$ cat config.mk
export PLATFORM = sky130hd
export DESIGN_NAME = dsmd_divider
export DESIGN_NICKNAME = d
export VERILOG_FILES = /design/src/dsmd_pkg.sv /design/src/dsmd_divider.sv
export SDC_FILE = /design/constraint.sdc
export NUM_CORES = 1
export LEC_CHECK = 0
export ABC_AREA = 1
export BUFFER_PORTS_ARGS = -buffer_cell sky130_fd_sc_hd__buf_2
export CAP_MARGIN = 20
export CORE_MARGIN = 1.5
export CORE_UTILIZATION = 45
export CTS_BUF_LIST = sky130_fd_sc_hd__clkbuf_16
export DETAILED_ROUTE_END_ITERATION = 12
export GPL_TIMING_DRIVEN = 0
export PLACE_DENSITY = 0.75
export SYNTH_ARGS = -nofsm -noshare
export SYNTH_HDL_FRONTEND = slang
export SYNTH_SLANG_ARGS = --single-unit
$ cat constraint.sdc
create_clock -name clock -period 6.55 [get_ports clock]
set_input_delay 0 -clock clock [delete_from_list [all_inputs] [get_ports clock]]
set_output_delay 0 -clock clock [all_outputs]
set_load 0.05 [all_outputs]
$ cat src/dsmd_pkg.sv
// ----------------------------------------------------------------------------
// dsmd_pkg
// shared types and constants of the daily spike / median detector
// ----------------------------------------------------------------------------
package dsmd_pkg;

   // fixed field widths
   localparam int DAY_BITS    = 48;
   localparam int VALUE_BITS  = 56;
   localparam int FRAC_BITS   = 8;
   localparam int MIN_BITS    = 5;
   localparam int FACTOR_BITS = 4;

   // divider retires this many quotient bits per cycle while it is stepped
   localparam int DIV_DIGIT = 4;

   // configuration port
   localparam int CSR_INDEX_BITS = 1;
   localparam int CSR_DATA_BITS  = 5;

   localparam logic [CSR_INDEX_BITS-1:0] CSR_MIN_PRIOR_DAYS = 1'd0;
   localparam logic [CSR_INDEX_BITS-1:0] CSR_SPIKE_FACTOR   = 1'd1;

   localparam logic [MIN_BITS-1:0]    MIN_PRIOR_RESET    = 5'd7;
   localparam logic [FACTOR_BITS-1:0] SPIKE_FACTOR_RESET = 4'd2;

   typedef struct packed {
      logic [DAY_BITS-1:0] day_total;
      logic                day_known;
   } req_payload_type;

   typedef struct packed {
      logic                  average_valid;
      logic [VALUE_BITS-1:0] average_value;
      logic                  high_day;
   } rsp_payload_type;

   // controls broadcast to every history cell
   typedef struct packed {
      logic capture;  // freeze own entry as candidate, clear rank counters
      logic shift;    // take the left neighbor's entry
      logic count;    // rank the entry passing through against the candidate
   } cell_ctrl_type;

   typedef enum logic [2:0] {
      S_IDLE,
      S_SCAN,
      S_SETTLE,
      S_MUL,
      S_DONE
   } state_type;

endpackage

$ cat src/dsmd_divider.sv
// ----------------------------------------------------------------------------
// dsmd_divider
// digit-serial restoring divider by a small constant, DIV_DIGIT bits per stepped cycle
// ----------------------------------------------------------------------------
module dsmd_divider #(
   parameter int QUO_BITS = 60,
   parameter int DIVISOR  = 7
) (
   input  logic                clock,
   input  logic                load,
   input  logic                step,
   input  logic [QUO_BITS-1:0] dividend,
   output logic [QUO_BITS-1:0] quotient
);
   import dsmd_pkg::*;

   localparam int REM_BITS = $clog2(DIVISOR + 1);
   localparam logic [REM_BITS:0] DIV_C = (REM_BITS + 1)'(DIVISOR);

   // dividend bits leave at the top, quotient bits enter at the bottom
   logic [QUO_BITS-1:0]  quo_ff;
   logic [QUO_BITS-1:0]  quo_in;
   logic [REM_BITS-1:0]  rem_ff;
   logic [REM_BITS-1:0]  rem_in;
   logic [DIV_DIGIT-1:0] digit;

   always_comb begin
      logic [REM_BITS:0] trial;
      rem_in = rem_ff;
      digit  = '0;
      for (int i = 0; i < DIV_DIGIT; i++) begin
         trial = {rem_in, quo_ff[QUO_BITS-1-i]};
         if (trial >= DIV_C) begin
            trial                 = trial - DIV_C;
            digit[DIV_DIGIT-1-i]  = 1'b1;
         end
         rem_in = trial[REM_BITS-1:0];
      end
      quo_in = {quo_ff[QUO_BITS-DIV_DIGIT-1:0], digit};
   end

   always_ff @(posedge clock) begin
      if (load) begin
         quo_ff <= dividend;
         rem_ff <= '0;
      end else if (step) begin
         quo_ff <= quo_in;
         rem_ff <= rem_in;
      end
   end

   assign quotient = quo_ff;

endmodule

==> run_results.csv <==
group,metric,value,unit
timing,setup_violations,0,
routing,viasPerCell,4.834,
clocking,cts-buffers-inserted,9,
placed_design,dpl.hpwl,5529,um
job,maxCapViolCount,0,
global_routing,grt_overflow,0,
routing,vias,2862,
timing,rsz0062_at_grt,"no",
setup_path,crit_fanout,6,
yosys,synth.top_cell.area_share,60.00,%
floorplan,row_count,29,
final_layout,final_cells,592,
timing,fin_tns_setup,0,ns
setup_path,cp_data_required_time,6.59,ns
yosys,syn_area,3003,um^2
clocking,clk_transition_reported_paths,0.05,ns
routing,m1WireLength,3425,um
final_layout,drive_gt1_share,31.07,%
timing,worst_clock_skew,0.004218,ns
placed_design,io_buffers,122,
yosys,avgSynthCellArea,9.413,um^2
final_layout,nets,577,
pwr,irDropWorstVdd,0.2401,mV
clocking,cts.sinks,63,
global_routing,grt_pass1_vias,3044,
routing,wl,8722,um
pwr,p_total,1.648,mW
routing,drtIter0Drc,172,
floorplan,die_y,84.69,um
global_routing,antenna_found_initial,0,
clocking,clk_latency,0.32,ns
routing,highest_layer,"met4",
floorplan,core,6386,um^2
global_routing,grt_usage,25.85,%
final_layout,syn2layout_area_growth,54.71,%
setup_path,cp-start-kind,"register",
timing,worstMarginPinSlew,0.6138,ns
placed_design,place_congestion,0.8285,
timing,min_period_over_period,47.40,%
yosys,synthCells,319,
floorplan,dieWidth,84.69,um
floorplan,start_util,47.02,%
routing,drc_errors,0,
routing,drt.antenna.violating_nets,0,
timing,layout_min_cycle_time,3.105,ns
setup_path,crit_arrival,3.14,ns
timing,finalHoldViolCount,0,
yosys,synth-seq-cells,63,
routing,dr_wl_met3,591,um
timing,relSlewSlack,59.02,%
clocking,postCtsSetupRepairBufs,0,
yosys,ys_seq_area_share,62.00,%
clocking,cts_resized,0,
clocking,ctsRootBufferMaster,"clkbuf_16",
worst_hold_path,hp-class,"in -> reg",
yosys,ys_warn_count,0,
yosys,synth_area_leaders,"edfxtp_1 (60%), nand2_1 (24%), dfxtp_1 (2.0%), nand2_4 (1.9%), nand3_4 (1.7%)",
pwr,powerDensity,354.7,nW/um^2
clocking,htreeDepth,3,
yosys,synth_cell_types,18,
routing,dr_wl_met2,4571,um
setup_path,end_kind,"register",
routing,wl_per_cell,14.73,um
floorplan,die_area,7172,um^2
global_routing,grt_pass1_wl,14230,um
routing,drtPass1Iterations,4,
final_layout,antenna_cells,0,
status,status,"completed",
floorplan,ios,123,
placed_design,dp_cells,519,
setup_path,worst-setup-path-type,"reg -> reg",
pwr,leakagePower,2.333,nW
timing,fmax,322.1,MHz
clocking,cts_buffer_depth,2,
yosys,synth_nets,386,
yosys,yosysTopAreaCell,"edfxtp_1",
global_routing,grt_max_degree,35,
timing,slew_viol_final,0,
clocking,cts_tree,"yes",
==> state kept, by name, indices dropped and copies added, names as in the netlist <==
| register | count |
|---|---|
| quotient | 60 |
| rem_ff | 3 |
==> cells in the mapped netlist <==
cell type and number:
nand2_1 188, edfxtp_1 60, clkbuf_1 12, inv_1 10, nand3_1 7, nor2_1 6, nand2_4 5, a31oi_1 4
ha_1 4, inv_2 4, dfxtp_1 3, nand2_2 3, nand3_2 3, nand3_4 3, nand3b_1 3, o21ai_1 2
inv_4 1, o21ai_2 1
==> report_power, final <==
part | internal, mW | total (mW) | leakage [nW] | switching (mW)
clock network | 0.373 | 0.545 | 0.166 | 0.173
registers | 0.510 | 0.546 | 0.651 | 0.0360
logic | 0.169 | 0.556 | 1.52 | 0.387
total | 1.05 | 1.65 | 2.33 | 0.596
==> cell families after synthesis <==
family          Yosys count  synth area share [%]
buf+inv                  27                 3.458
fa+ha+maj                 4                 1.667
compound gates            7                 1.458
simple gates            218                 31.42
flops                    63                 62.00
==> metal layers <==
metal	vias to the layer above	GRT usage, %
li1	1418	-
met1	1325	30.42
met2	107	45.67
met3	12	6.195
met5	-	0
met4	0	9.971
==> area by class of cell <==
class | count | area [um^2]
sequential | 63 | 1862
fill | 426 | 1740
timing repair buffer | 180 | 1201
multi-input combinational | 229 | 1037
clock buffer | 9 | 225.2
clock inverter | 7 | 120.1
tap | 77 | 96.34
inverter | 15 | 58.81
buffer | 12 | 45.04
==> worst max-delay path: stages (launching register included) <==
cell and delay, ns:
edfxtp_1 0.45, ha_1 0.26, nand2_2 0.15, nand3b_1 0.10, nand2_1 0.11, inv_1 0.05, ha_1 0.21, nand3_4 0.13
nand2_4 0.07, nand2_1 0.07, nand2_1 0.09, inv_1 0.07, ha_1 0.21, nand3_4 0.13, nand2_2 0.11, nand2_1 0.05
nand2_1 0.08, inv_1 0.05, ha_1 0.22, nand3_4 0.11, a31oi_1 0.10
==> path summary, 6_finish.rpt <==
check / slack, ns / end / cells past startpoint / from
setup / recovery: 3.45 / quotient[0] / 20 / quotient[59]
setup reg to reg: 3.45 / quotient[0] / 20 / quotient[59]
hold reg to reg: 0.48 / rem_ff[0] / 2 / rem_ff[0]
hold / removal: 0.04 / quotient[3] / 3 / dividend[3]
==> stage by stage <==
| step | util (%) | hold WS, ns | setup WS [ns] | instance area (um^2) |
|---|---|---|---|---|
| 2_1_floorplan | - | 0.1733 | 3.478 | 3003 |
| 3_3_place_gp | 58.09 | 0.2673 | 3.570 | 3710 |
| 3_5_place_dp | 58.41 | 0.2745 | 3.438 | 3730 |
| 4_1_cts | 72.75 | 0.04620 | 3.433 | 4646 |
| 5_1_grt | 72.75 | 0.05767 | 3.216 | 4646 |
| 6_report | 72.75 | 0.04222 | 3.445 | 4646 |
==> timing repair <==
| item | in CTS | in global routing |
|---|---|---|
| hold endpoints to repair | 58 | 0 |
| hold buffers | 57 | 0 |
| endpoints found under the setup margin | 0 | 0 |
==> layout by cell type, fill, tap and decap left out <==
cell and instances:
edfxtp_1 60, dlygate4sd3_1 57, ha_1 4, nand3_2 3, nand2_4 5, nand3_1 7
inv_2 5, nor2_1 6, bufinv_16 3, clkinvlp_4 1, inv_1 9, o21ai_1 2
inv_4 1, nand3_4 3, buf_12 1, a31oi_1 4, clkbuf_16 9, nand2_2 3
clkinv_4 1, clkbuf_1 12, nand3b_1 3, dfxtp_1 3, buf_2 122, o21ai_2 1
nand2_1 188, clkinv_2 1, inv_6 1
(Power assumes the default switching activity.)
