[config.mk]
export PLATFORM = sky130hd
export DESIGN_NAME = dsmd_cell
export DESIGN_NICKNAME = d
export VERILOG_FILES = /design/src/dsmd_pkg.sv /design/src/dsmd_cell.sv
export SDC_FILE = /design/constraint.sdc
export NUM_CORES = 1
export LEC_CHECK = 0
export BUFFER_PORTS_ARGS = -buffer_cell sky130_fd_sc_hd__buf_4
export CAP_MARGIN = 20
export CELL_PAD_IN_SITES_DETAIL_PLACEMENT = 0
export CELL_PAD_IN_SITES_GLOBAL_PLACEMENT = 2
export CORE_MARGIN = 8
export CORE_UTILIZATION = 36
export CTS_CLUSTER_SIZE = 40
export DETAILED_ROUTE_END_ITERATION = 16
export GPL_ROUTABILITY_DRIVEN = 1
export GPL_TIMING_DRIVEN = 0
export PLACE_DENSITY = 0.91
export SYNTH_ARGS = -nofsm -noshare
export SYNTH_HDL_FRONTEND = slang
export SYNTH_SLANG_ARGS = --single-unit
[constraint.sdc]
create_clock -name clock -period 4.85 [get_ports clock]
set_input_delay 0.97 -clock clock [delete_from_list [all_inputs] [get_ports clock]]
set_output_delay 0.97 -clock clock [all_outputs]
set_load 0.01 [all_outputs]
[src/dsmd_pkg.sv]
// ----------------------------------------------------------------------------
// dsmd_pkg
// shared types and constants of the daily spike / median detector
// ----------------------------------------------------------------------------
package dsmd_pkg;

   // fixed field widths
   localparam int DAY_BITS    = 48;
   localparam int VALUE_BITS  = 56;
   localparam int FRAC_BITS   = 8;
   localparam int MIN_BITS    = 5;
   localparam int FACTOR_BITS = 4;

   // divider retires this many quotient bits per cycle while it is stepped
   localparam int DIV_DIGIT = 4;

   // configuration port
   localparam int CSR_INDEX_BITS = 1;
   localparam int CSR_DATA_BITS  = 5;

   localparam logic [CSR_INDEX_BITS-1:0] CSR_MIN_PRIOR_DAYS = 1'd0;
   localparam logic [CSR_INDEX_BITS-1:0] CSR_SPIKE_FACTOR   = 1'd1;

   localparam logic [MIN_BITS-1:0]    MIN_PRIOR_RESET    = 5'd7;
   localparam logic [FACTOR_BITS-1:0] SPIKE_FACTOR_RESET = 4'd2;

   typedef struct packed {
      logic [DAY_BITS-1:0] day_total;
      logic                day_known;
   } req_payload_type;

   typedef struct packed {
      logic                  average_valid;
      logic [VALUE_BITS-1:0] average_value;
      logic                  high_day;
   } rsp_payload_type;

   // controls broadcast to every history cell
   typedef struct packed {
      logic capture;  // freeze own entry as candidate, clear rank counters
      logic shift;    // take the left neighbor's entry
      logic count;    // rank the entry passing through against the candidate
   } cell_ctrl_type;

   typedef enum logic [2:0] {
      S_IDLE,
      S_SCAN,
      S_SETTLE,
      S_MUL,
      S_DONE
   } state_type;

endpackage

[src/dsmd_cell.sv]
// ----------------------------------------------------------------------------
// dsmd_cell
// one history entry with its candidate rank counters and median pass-through
// ----------------------------------------------------------------------------
module dsmd_cell #(
   parameter int TOTAL_BITS = 48,
   parameter int CNT_BITS   = 5
) (
   input  logic                    clock,
   input  logic                    reset,
   input  dsmd_pkg::cell_ctrl_type ctrl,
   input  logic [TOTAL_BITS-1:0]   left_total,
   input  logic                    left_known,
   input  logic [CNT_BITS-1:0]     rank,
   input  logic [TOTAL_BITS-1:0]   left_median,
   output logic [TOTAL_BITS-1:0]   total,
   output logic                    known,
   output logic [TOTAL_BITS-1:0]   median
);
   import dsmd_pkg::*;

   logic [TOTAL_BITS-1:0] total_ff;
   logic                  known_ff;
   logic [TOTAL_BITS-1:0] cand_ff;
   logic                  cand_known_ff;
   logic [CNT_BITS-1:0]   less_ff;
   logic [CNT_BITS-1:0]   leq_ff;
   logic [TOTAL_BITS-1:0] median_ff;
   logic [TOTAL_BITS-1:0] median_in;
   logic                  match;

   // candidate is the selected order statistic
   assign match     = cand_known_ff && (less_ff <= rank) && (rank < leq_ff);
   assign median_in = match ? cand_ff : left_median;

   always_ff @(posedge clock) begin
      if (reset) begin
         known_ff <= 1'b0;
      end else if (ctrl.shift) begin
         known_ff <= left_known;
      end
   end

   always_ff @(posedge clock) begin
      if (ctrl.shift) begin
         total_ff <= left_total;
      end
      if (ctrl.capture) begin
         cand_ff       <= total_ff;
         cand_known_ff <= known_ff;
         less_ff       <= '0;
         leq_ff        <= '0;
      end else if (ctrl.count && known_ff) begin
         less_ff <= less_ff + CNT_BITS'(total_ff < cand_ff);
         leq_ff  <= leq_ff + CNT_BITS'(total_ff <= cand_ff);
      end
      median_ff <= median_in;
   end

   assign total  = total_ff;
   assign known  = known_ff;
   assign median = median_ff;

endmodule

==> summary.md <==
| Metric | Value |
|---|---|
| Post-route ant nets | `0` |
| Wire per inst | `between 15 and 20 µm` |
| Max IR drop VDD | `between 0.2 and 0.3 mV` |
| CTS tree | `done` |
| Initial antenna violation count | `0` |
| Final setup fails | `0` |
| Tightest Pin Transition | `0.7416 ns` |
| Clk_lat worst skew | `about 0.43 ns` |
| Max Clock Skew | `about 0.015 ns` |
| RSZ-0062 raised after global routing | `no` |
| Post-Syn Instances | `between 400 and 500` |
| DIE HEIGHT | `between 150 and 200 µm` |
| Share of layout cells above drive strength 1 | `about two fifths` |
| Buffers added on ports | `203` |
| Top Ports | `204` |
| DR vias | `4290` |
| Top cells by area, synth | `edfxtp_1, dfxtp_1, ha_1` |
| Final hold vios | `0` |
| Distinct cell type count after synthesis | `33` |
| Syn-to-layout area delta | `37.62%` |
| Ys Warns | `0` |
| Multi-input gate area | `about 2100 µm²` |
| CTS Buf Count | `17` |
| EDFF count, synth | `97` |
| # clock sinks | `roughly 160` |
| Final net count | `approximately 860` |
| Post-synthesis average cell area | `about 14 µm²` |
| First-pass GRT wire length | `approximately 25000 µm` |
| First drt pass iteration count | `4` |
| CP most frequent cell | `ha_1` |
| Final Max Slew Viols | `0` |
| DRC viols | `0` |
| Final period util | `between 60% and 70%` |
| Top cells by count, synth | `edfxtp_1, inv_1, ha_1` |
| Crit path DAT | `approximately 3.6 ns` |
| Rel. slew slack | `50.56%` |
| GR Overflow Total | `0` |
| Cell taking the most area after synthesis | `edfxtp_1` |
| Total global-route track usage | `between 10 and 15%` |
| Top cell type's share of synthesized area | `between 40% and 50%` |
| Initial Utilization | `between 30% and 40%` |
| Syn Std Cell Area | `approximately 6500 µm²` |
| Vias per cell | `between 4 and 5` |
| DIE WIDTH | `~150 µm` |
| CP startpoint kind | `flip-flop` |
| Initial drt markers | `approximately 140` |
| Crit-path slowest cell | `nor4_1` |
| CTS hold repair buffers | `0` |
| Clk root buf | `clkbuf_16` |
| Final min period | `about 3.2 ns` |
| PwrDens | `approximately 380 nW/µm²` |
| Sum of negative setup slack | `0 ns` |
| Crit end category | `flip-flop` |
| Total nets after synthesis | `approximately 630` |
| Sequential fraction of the synthesis area | `63.29%` |
| Synthesized flop and latch total | `~160` |
| Full die area | `between 20000 and 25000 µm²` |
| Post-CTS Setup Bufs | `0` |
| Max-cap viol count | `0` |
| Worst path buffer plus inverter count | `0` |
| Post-synth ARST share | `0%` |
| FP Rows | `slightly below 50` |
| H-Tree Depth | `4` |
| Crit Path Max Fanout | `4` |
| Ys flop type | `edfxtp_1` |
| Largest net degree at the start of global routing | `51` |
| Final WL | `16140 µm` |
| Vias in the first global route | `between 4000 and 5000` |
| Inserted Diodes | `0` |
| Outcome | `finished, final reports clean` |
| CTS clk-pin slew, worst paths | `about 0.06 ns` |
| Fin area | `roughly 8900 µm²` |
| CTS resizes | `0` |
| HP Class | `reg -> reg` |
| Clock tree buffer depth | `2` |
| Post-placement cell area | `roughly 8300 µm²` |
| Sequential cell area | `around 4000 µm²` |
| Fmax | `308.1 MHz` |
| Static Leak | `around 4 nW` |
| Critical Path, Cell by Cell | `ha_1, nand4_1, nor4_1, nand3_1, a31oi_1, a211oi_1, o21bai_1, ha_1, ha_1, nand4_1, xnor2_1, nor2_1` |
| CP top delay family | `simple AND/OR/NAND/NOR gates` |
| Critical path required time | `between 5 and 6 ns` |
| Core outline area | `~18000 µm²` |
| CP max stage delay | `roughly 0.58 ns` |
| Routability congestion estimate | `0.7742` |
| Critical path class | `reg -> reg` |
| Cell with the most instances after synthesis | `edfxtp_1` |
| Filler Cell Count | `approximately 1600` |
| Final HPWL DP | `around 13000 µm` |
## where the power goes
group | total, W | internal, W | switching, W | leakage [nW]
combinational | 0.000419 | 0.000228 | 0.000190 | 2.24
sequential | 0.00157 | 0.00152 | 0.0000541 | 1.44
clock | 0.00141 | 0.000864 | 0.000546 | 0.302
## final timing paths
kind | startpoint | end | slack (ns) | cells after the start
max | total[45] | leq_ff[4] | 1.60 | 12
min | total[0] | cand_ff[0] | 0.49 | 0
max reg2reg | total[45] | leq_ff[4] | 1.60 | 12
min reg2reg | total[0] | cand_ff[0] | 0.49 | 0
## metal layers
layer  global-route usage [%]  vias up  share of wire, %
met4                    5.247        0               1.3
met3                    5.020       21               7.2
met5                        0        -                 0
li1                         -     2102                 -
met1                    16.51     2046                41
met2                    24.73      121                51
## cell usage in the layout (no fill, tap or decap), types with 2 or more instances in the layout
master,instances
nand2b_1,3
clkbuf_1,2
bufinv_16,4
mux2_4,20
inv_1,62
clkbuf_16,17
xnor2_1,3
mux2_2,28
buf_4,205
ha_1,61
a21oi_1,32
xor2_1,3
nor4_1,3
o22ai_1,2
nand4_1,13
dfxtp_1,59
nand2_1,29
o21ai_0,13
edfxtp_1,97
nor2_1,13
nor3_1,3
inv_6,2
clkinv_2,2
nand3_1,5
clkinv_4,4
buf_12,2
## logic make-up (layout without fill, tap and decap cells)
kind of cell / count (synthesis) / count (layout) / share of synthesized area [%]
flip-flops: 156 / 156 / 63.29
adder cells (fa/ha/maj): 61 / 61 / 11.80
AO/OA/AOI/OAI: 54 / 54 / 4.449
XOR/XNOR: 6 / 6 / 0.8125
multiplexers: 49 / 49 / 9.671
AND/OR/NAND/NOR: 71 / 71 / 5.242
buffers and inverters: 69 / 304 / 4.739
## through the flow
stage	power [W]	hold slack, ns	util [%]	cells	setup slack [ns]
5_1_grt	0.003544	0.5097	50.07	930	1.340
3_3_place_gp	0.002012	0.4645	46.57	898	1.551
6_report	0.003400	0.4919	50.07	930	1.605
4_1_cts	0.003448	0.4976	50.07	930	1.482
3_5_place_dp	0.002027	0.4810	46.57	898	1.508
2_1_floorplan	0.001776	0.4536	-	466	2.262
## flip-flops by register name, indices dropped and copies added (netlist names)
name	flops
cand_ff	48
median	48
total	48
leq_ff	5
less_ff	5
cand_known_ff	1
known	1
## cell type report
| class | instances | area share (%) |
|---|---|---|
| inverter | 62 | 2.614 |
| multi-input combinational | 241 | 23.23 |
| sequential | 156 | 45.99 |
| timing repair buffer | 203 | 17.12 |
| clock inverter | 14 | 2.178 |
| buffer | 7 | 0.8292 |
| clock buffer | 18 | 4.821 |
| tap | 229 | 3.219 |
Note: power is estimated with default switching activity, not from simulation.
